### config.mk
export PLATFORM = sky130hd
export DESIGN_NAME = tilf_axis
export DESIGN_NICKNAME = d
export VERILOG_FILES = /design/src/rtl/core/tilf_pkg.sv /design/src/rtl/core/tilf_axis.sv
export SDC_FILE = /design/constraint.sdc
export NUM_CORES = 2
export LEC_CHECK = 0
export BUFFER_PORTS_ARGS = -buffer_cell sky130_fd_sc_hd__buf_2
export CORE_ASPECT_RATIO = 1.1
export CORE_MARGIN = 2
export CORE_UTILIZATION = 60
export DETAILED_ROUTE_END_ITERATION = 8
export MAX_ROUTING_LAYER = met4
export PLACE_DENSITY_LB_ADDON = 0.15
export SLEW_MARGIN = 20
export SYNTH_ARGS = -nofsm -noshare
export SYNTH_HDL_FRONTEND = slang
export SYNTH_SLANG_ARGS = --single-unit
### constraint.sdc
create_clock -name clk -period 8.6 [get_ports clk]
set_clock_uncertainty 0.1 [all_clocks]
set_input_delay 0.43 -clock clk [delete_from_list [all_inputs] [get_ports clk]]
set_output_delay 0.43 -clock clk [all_outputs]
set_load 0.01 [all_outputs]
### src/rtl/core/tilf_pkg.sv
// ----------------------------------------------------------------------------
// tilf_pkg
// Shared types, constants and arithmetic helpers of the ion fraction lookup.
// ----------------------------------------------------------------------------
`default_nettype none

package tilf_pkg;

    localparam int ADDR_W       = 13;
    localparam int ION_COUNT    = 3;
    localparam int BANK_COUNT   = 8;
    localparam int EXP_BITS     = 20;
    localparam int EPS_Q24      = 17;              // 1e-6 in Q8.24
    localparam logic [31:0] LOG2_TEN_Q30 = 32'd3566893132;

    // pipeline: input register is stage 1, result register is the last stage
    localparam int STAGE_COUNT  = 30;

    typedef enum logic {
        CMD_WRITE = 1'b0,
        CMD_QUERY = 1'b1
    } command_t;

    typedef enum logic [2:0] {
        REG_REDSHIFT_POS = 3'd0,
        REG_TEMP_MIN     = 3'd1,
        REG_TEMP_MAX     = 3'd2,
        REG_TEMP_INV     = 3'd3,
        REG_DENS_MIN     = 3'd4,
        REG_DENS_MAX     = 3'd5,
        REG_DENS_INV     = 3'd6
    } reg_index_t;

    typedef struct packed {
        logic              valid;
        logic [1:0]        sel;
        logic [ADDR_W-1:0] addr;
        logic [31:0]       value;
    } write_req_t;

    // 2^(-2^-idx) in Q0.32, by repeated integer square root starting at 0.5
    function automatic logic [31:0] exp_root(input int idx);
        logic [63:0] root;
        logic [63:0] rem;
        logic [63:0] res;
        logic [63:0] bitv;
        int          k;
        root = 64'h8000_0000;
        for (k = 1; k <= idx; k++) begin
            rem  = root << 32;
            res  = '0;
            bitv = 64'h1 << 62;
            while (bitv > rem) bitv = bitv >> 2;
            while (bitv != 0) begin
                if (rem >= res + bitv) begin
                    rem = rem - (res + bitv);
                    res = (res >> 1) + bitv;
                end else begin
                    res = res >> 1;
                end
                bitv = bitv >> 2;
            end
            root = res;
        end
        return root[31:0];
    endfunction

    // a*(1-f) + b*f with f in Q.24, rounded half up, floor division
    function automatic logic signed [31:0] lerp(input logic signed [31:0] a,
                                                input logic signed [31:0] b,
                                                input logic [24:0] f);
        logic signed [25:0] fa;
        logic signed [25:0] fb;
        logic signed [58:0] sum;
        fa  = $signed({1'b0, 25'(25'h100_0000 - f)});
        fb  = $signed({1'b0, f});
        sum = 59'(a) * 59'(fa) + 59'(b) * 59'(fb) + 59'sd8388608;
        return 32'(sum >>> 24);
    endfunction

endpackage

`default_nettype wire

### src/rtl/core/tilf_axis.sv
// ----------------------------------------------------------------------------
// tilf_axis
// Clamp a log coordinate to the grid and split it into cell and weight.
// Three register stages: offset, partial products, cell select.
// ----------------------------------------------------------------------------
`default_nettype none

module tilf_axis #(
    parameter int POINTS = 32
) (
    input  logic                       clk,
    input  logic                       advance,
    input  logic signed [31:0]         x,
    input  logic signed [31:0]         lo,
    input  logic signed [31:0]         hi,
    input  logic [31:0]                inv,
    output logic [$clog2(POINTS)-1:0]  cell_idx,
    output logic [24:0]                weight
);
    import tilf_pkg::*;

    localparam int CW = $clog2(POINTS);

    logic signed [32:0] top;
    logic signed [32:0] x_lo;
    logic signed [32:0] x_cl;
    logic signed [33:0] diff;
    logic [31:0]        diff_reg;
    logic [47:0]        prod_hi_reg;
    logic [47:0]        prod_lo_reg;
    logic [48:0]        pos;
    logic [24:0]        whole;

    always_comb
    begin
        top  = 33'(hi) - 33'(EPS_Q24);
        x_lo = (33'(x) < 33'(lo)) ? 33'(lo) : 33'(x);
        x_cl = (x_lo > top) ? top : x_lo;
        diff = 34'(x_cl) - 34'(lo);
        pos  = 49'(prod_hi_reg) + 49'(prod_lo_reg >> 16);
        whole = pos[48:24];
    end

    always_ff @(posedge clk)
    begin
        if (advance)
        begin
            // empty range puts the clamp below lo: treat as position zero
            diff_reg    <= diff[33] ? '0 : diff[31:0];
            prod_hi_reg <= 48'(diff_reg) * 48'(inv[31:16]);
            prod_lo_reg <= 48'(diff_reg) * 48'(inv[15:0]);
            if (whole > 25'(POINTS - 2))
            begin
                cell_idx <= CW'(POINTS - 2);
                weight   <= 25'h100_0000;
            end
            else
            begin
                cell_idx <= whole[CW-1:0];
                weight   <= {1'b0, pos[23:0]};
            end
        end
    end

endmodule

`default_nettype wire

# ---- Word-level counts from Yosys, hierarchy flattened
# Cells that the tools add are included.
# W data, S select, Z words.
dict set report word_totals {
  in_bits 130
  out_inout_bits 30
  regBits 158
  elab_cells 17
}
dict set report classes {
  n_lt_le_gt_ge 3
  n_mul 2
  mux 3
  add_sub_neg 3
}
# operator count
set op_table {}
lappend op_table {{$mul A32 B16 Y48} 2}
lappend op_table {{$mux W33} 2}
lappend op_table {{$add A48 B32 Y49} 1}
lappend op_table {{$sub A33 B32 Y34} 1}
lappend op_table {{$gt A33 B33 Y1} 1}
lappend op_table {{$sub A32 B6 Y33 const B} 1}
lappend op_table {{$lt A32 B32 Y1} 1}
lappend op_table {{$gt A25 B5 Y1 const B} 1}
lappend op_table {{$mux W25} 1}

# ---- Depth between registers and ports, before layout
dict set report depth {
  depth_word 5
  depth_mapped 38
  ltp_nobuf 37
}

# ---- Worst setup path after synthesis
# No wires, ideal clock.
dict set report synth_timing {
  kind {input -> register}
  start {input port lo[14]}
  end {register diff_reg[22], data pin}
  setup_time_ns 0.270
  required_time_ns 8.230
  t_arrival_ns 8.161
  setup_slack_ns 0.069
  path_stages 36
  n_path_buf 3
  cell_sequence {inv_1 ha_1 nand4_1 nor4_1 a32oi_1 a31o_2 a211oi_1 nor2_1 mux2i_1 clkbuf_1 mux2i_1 inv_1 ha_1 a21o_1 a21o_1 a21oi_1 o21ai_0 a221o_1 a311o_1 nand2_1 o21ai_0 a21oi_1 clkbuf_1 mux2i_1 ha_1 o21a_1 o21ai_0 a21oi_1 o41ai_1 o21ai_1 a2111oi_0 o31ai_1 nand2_1 a31o_2 clkbuf_1 nor3_1}
}
dict set report synth_via {
  elab_chain_len 5
}
# element line_no
set synth_lines {}
lappend synth_lines {{start, declared} tilf_axis.sv:14} ;# input logic signed [31:0] lo,
lappend synth_lines {{$lt A32 B32 Y1} tilf_axis.sv:37} ;# x_lo = (33'(x) < 33'(lo)) ? 33'(lo) : 33'(x);
lappend synth_lines {{$mux W33} tilf_axis.sv:37}
lappend synth_lines {{$gt A33 B33 Y1} tilf_axis.sv:38} ;# x_cl = (x_lo > top) ? top : x_lo;
lappend synth_lines {{$mux W33} tilf_axis.sv:38}
lappend synth_lines {{$sub A33 B32 Y34 *} tilf_axis.sv:39} ;# diff = 34'(x_cl) - 34'(lo);
lappend synth_lines {{end signal, assigned} tilf_axis.sv:49} ;# diff_reg <= diff[33] ? '0 : diff[31:0];
lappend synth_lines {{end, declared} tilf_axis.sv:28} ;# logic [31:0] diff_reg;
# Mark *: on every way between the ends. The rest lies on a longest branch, timed or not.
# A chain may end at the register's enable or synchronous reset.

# ---- Worst setup path in the final report
dict set report layout_timing {
  start {register diff_reg[8]}
  end {register prod_hi_reg[40], data pin}
}
dict set report layout_via {
  elab_chain_len 1
}
# element line_no
set layout_lines {}
lappend layout_lines {{$mul A32 B16 Y48} tilf_axis.sv:50} ;# prod_hi_reg <= 48'(diff_reg) * 48'(inv[31:16]);
lappend layout_lines {{end signal, assigned} tilf_axis.sv:50}
lappend layout_lines {{end, declared} tilf_axis.sv:29} ;# logic [47:0] prod_hi_reg;
# Every way passes these cells.

==> flow_summary.yaml <==
status:
  status: "complete, no violations"
cells_and_area:
  nets: 6064
  final_util_pct: 65.0
  syn_to_final_growth_pct: 7.16
  largest_reg_flops: 48
  fin_area_sq_mm: 0.0449
  fillers: 5739
  drive_gt1_share_pct: 8.08
place:
  numPortBuffers: 159
  dp_hpwl_microns: 87900
  place.gp.congestion: 0.942
  dpl_cell_area_sq_mm: 0.0441
timing:
  period_minus_slack_ns: 8.02
  finalCritPeriodShare_pct: 93.3
  rsz0062_at_grt: "false"
  fmax_ghz: 0.125
  finalSetupViolations: 0
  worst_pin_slew_ns: 0.892
  hold_viol_final: 0
  timing.hold.ws_ns: 0.322
  max_slew_margin_pct: 40.5
  tns_ns: 0
  slew_violations: 0
global_routing:
  grt_antenna_before_repair: 11
  grt_pass1_wl_microns: 176000
  grt_pass1_vias: 34200
  grtUsageTotal_pct: 32.1
  grt-ovfl-total: 0
  grt_start_max_net_pins: 83
synth:
  synth_nets: 5971
  synth-seq-cells: 142
  yosysSeqAreaShare_pct: 10.2
  synth-edff-count: 142
  dominantRegCellSynth: "edfxtp_1"
  async_reset_ff_share_pct: 0
  syn_area_sq_mm: 0.0419
  yosysUniqueCellTypes: 82
  syn-instance-count: 4638
  yosys_warnings: 0
  syn-mean-instance-area_sq_um: 9.03
route:
  wl_microns: 108000
  vias_per_cell: 5.66
  drtAntennaViolNets: 0
  drc: 0
  drt-pass1-iter-count: 6
  wire_per_inst_microns: 18.9
  drtIter0Drc: 2396
  vias: 32100
die:
  die-area_sq_mm: 0.0720
  start_util_pct: 60.6
  num_rows: 101
  pin_count: 160
  core_area_sq_mm: 0.0691
  die_x_microns: 256
  die_h_microns: 281
clocking:
  cts_tree: "done"
  cts-root-buf: "clkbuf_16"
  ctsHtreeMaxLevel: 4
  clock_latency_ns: 0.50
  numCtsBuffers: 17
  clkTransAtPathRegs_ns: 0.08
  cts_buffer_depth: 2
  postCtsHoldBufs: 0
  cts_num_sinks: 142
setup_path:
  worstSetupPathType: "flop to flop"
  cp-start-kind: "flop"
  path_max_fanout: 15
  path_common_cell: "fa_1"
  cp_top_family: "adder cells"
  cp.required_ns: 8.72
  slowest_stage: "edfxtp_1"
  max_stage_delay_ns: 0.86
  cp.arrival_ns: 8.14
  crit_path_end_kind: "flop"
  critPathBufInv: 6
flow_run:
  cap_violations: 0
worst_hold_path:
  hold_path_class: "input pin to flop"
-- kinds of logic (layout without fill, tap and decap cells) --
family                   after synthesis  in the layout  synth area share (%)
AO/OA/AOI/OAI                        464            464                  7.23
XOR/XNOR                             150            150                  3.14
adder cells (fa/ha/maj)             1204           1204                  50.9
buffers and inverters               1092           1197                  9.93
flip-flops                           142            142                  10.2
multiplexers                          68             68                  1.64
other                                  0             11                     0
AND/OR/NAND/NOR                     1518           1518                  16.9
-- final timing paths --
path                                 startpoint         endpoint  cells past startpoint  slack [ns]
worst max-delay path                diff_reg[8]  prod_hi_reg[40]                     25        0.58
worst min-delay path                      lo[0]      diff_reg[0]                      3        0.32
worst max register to register      diff_reg[8]  prod_hi_reg[40]                     25        0.58
worst min register to register  prod_lo_reg[16]        weight[0]                      3        0.67
-- per-stage QoR --
step	setup WS, ns	std cells
floorplan	0.0693	4638
global placement	0.218	5633
detailed placement	0.154	5633
CTS	0.353	5664
global route	0.0838	5681
finish	0.578	5681
-- cells in the final DEF, fill, tap and decap left out, types with 26 or more instances in the layout --
cell	count
a21o_1	92
a21oi_1	144
and2_1	291
buf_2	158
buf_4	128
edfxtp_1	142
fa_1	837
ha_1	366
inv_1	867
mux2i_1	62
nand2_1	849
nand4_1	30
nor2_1	133
nor2b_1	26
nor3_1	41
o21ai_0	76
xnor2_1	103
xor2_1	47
-- layout make-up --
cell class,instances,area (sq um),area share [%]
repair buffers,299,2010,4.48
well taps,927,1160,2.58
clock inverters,13,235,0.524
inverters,867,3250,7.25
flip-flops and latches,142,4260,9.50
clock buffers,18,429,0.956
diodes,11,27.5,0.0613
multi-input cells,3404,33500,74.7
-- synth_stat cells (all sizes together) (6+ instances only) --
cell type  instances  area, sq um
a2111oi            6         52.6
a211o              6         52.6
a211oi            11         87.6
a21o              94          708
a21oi            146          734
a31o               6         52.6
a31oi              9         56.3
and2             293         1840
and3              20          131
buf                6         81.3
clkbuf           219          823
edfxtp           142         4260
fa               837        16800
ha               366         4580
inv              867         3250
mux2i             64          641
nand2            849         3190
nand2b            20          125
nand3             23          115
nand3b             7         52.6
nand4             30          188
nor2             133          499
nor2b             26          163
nor3              61          412
nor3b              6         45.0
nor4              14         87.6
o211ai             8         60.1
o21a              24          180
o21ai             77          385
o21bai            19          143
or2                8         50.1
or3               13         81.3
xnor2            103          902
xor2              47          412
-- worst register-to-register path, cell delays in order (launching register included) --
cell and delay (ns):
edfxtp_1 0.86, nand2_1 0.17, fa_1 0.53, inv_1 0.07
fa_1 0.53, inv_1 0.05, fa_1 0.48, fa_1 0.55
inv_1 0.05, fa_1 0.47, inv_1 0.05, fa_1 0.47
inv_1 0.04, ha_1 0.33, a2111oi_0 0.41, a22oi_1 0.12
a21oi_1 0.20, o211ai_1 0.17, a2111oi_0 0.51, buf_4 0.21
o2111ai_1 0.14, and2_1 0.19, a21oi_1 0.33, o21ai_0 0.26
a31o_2 0.30, xor2_1 0.15
-- routing by layer --
layer	vias to the layer above	track usage, %	wire length, microns
li1	14600	-	-
met1	16000	39.7	42800
met2	1367	52.9	52600
met3	198	6.67	9090
met4	0	10.6	3190
met5	-	-	0
-- repair_timing --
| item | CTS | global route |
|---|---|---|
| buffers inserted | 0 | 5 |
| resized for setup | 0 | 1 |
| endpoints found under the setup margin | 0 | 2 |
Power is left out: the tool's default activity adds up to more than one toggle a clock period on the data nets, which glitch-free logic cannot reach.
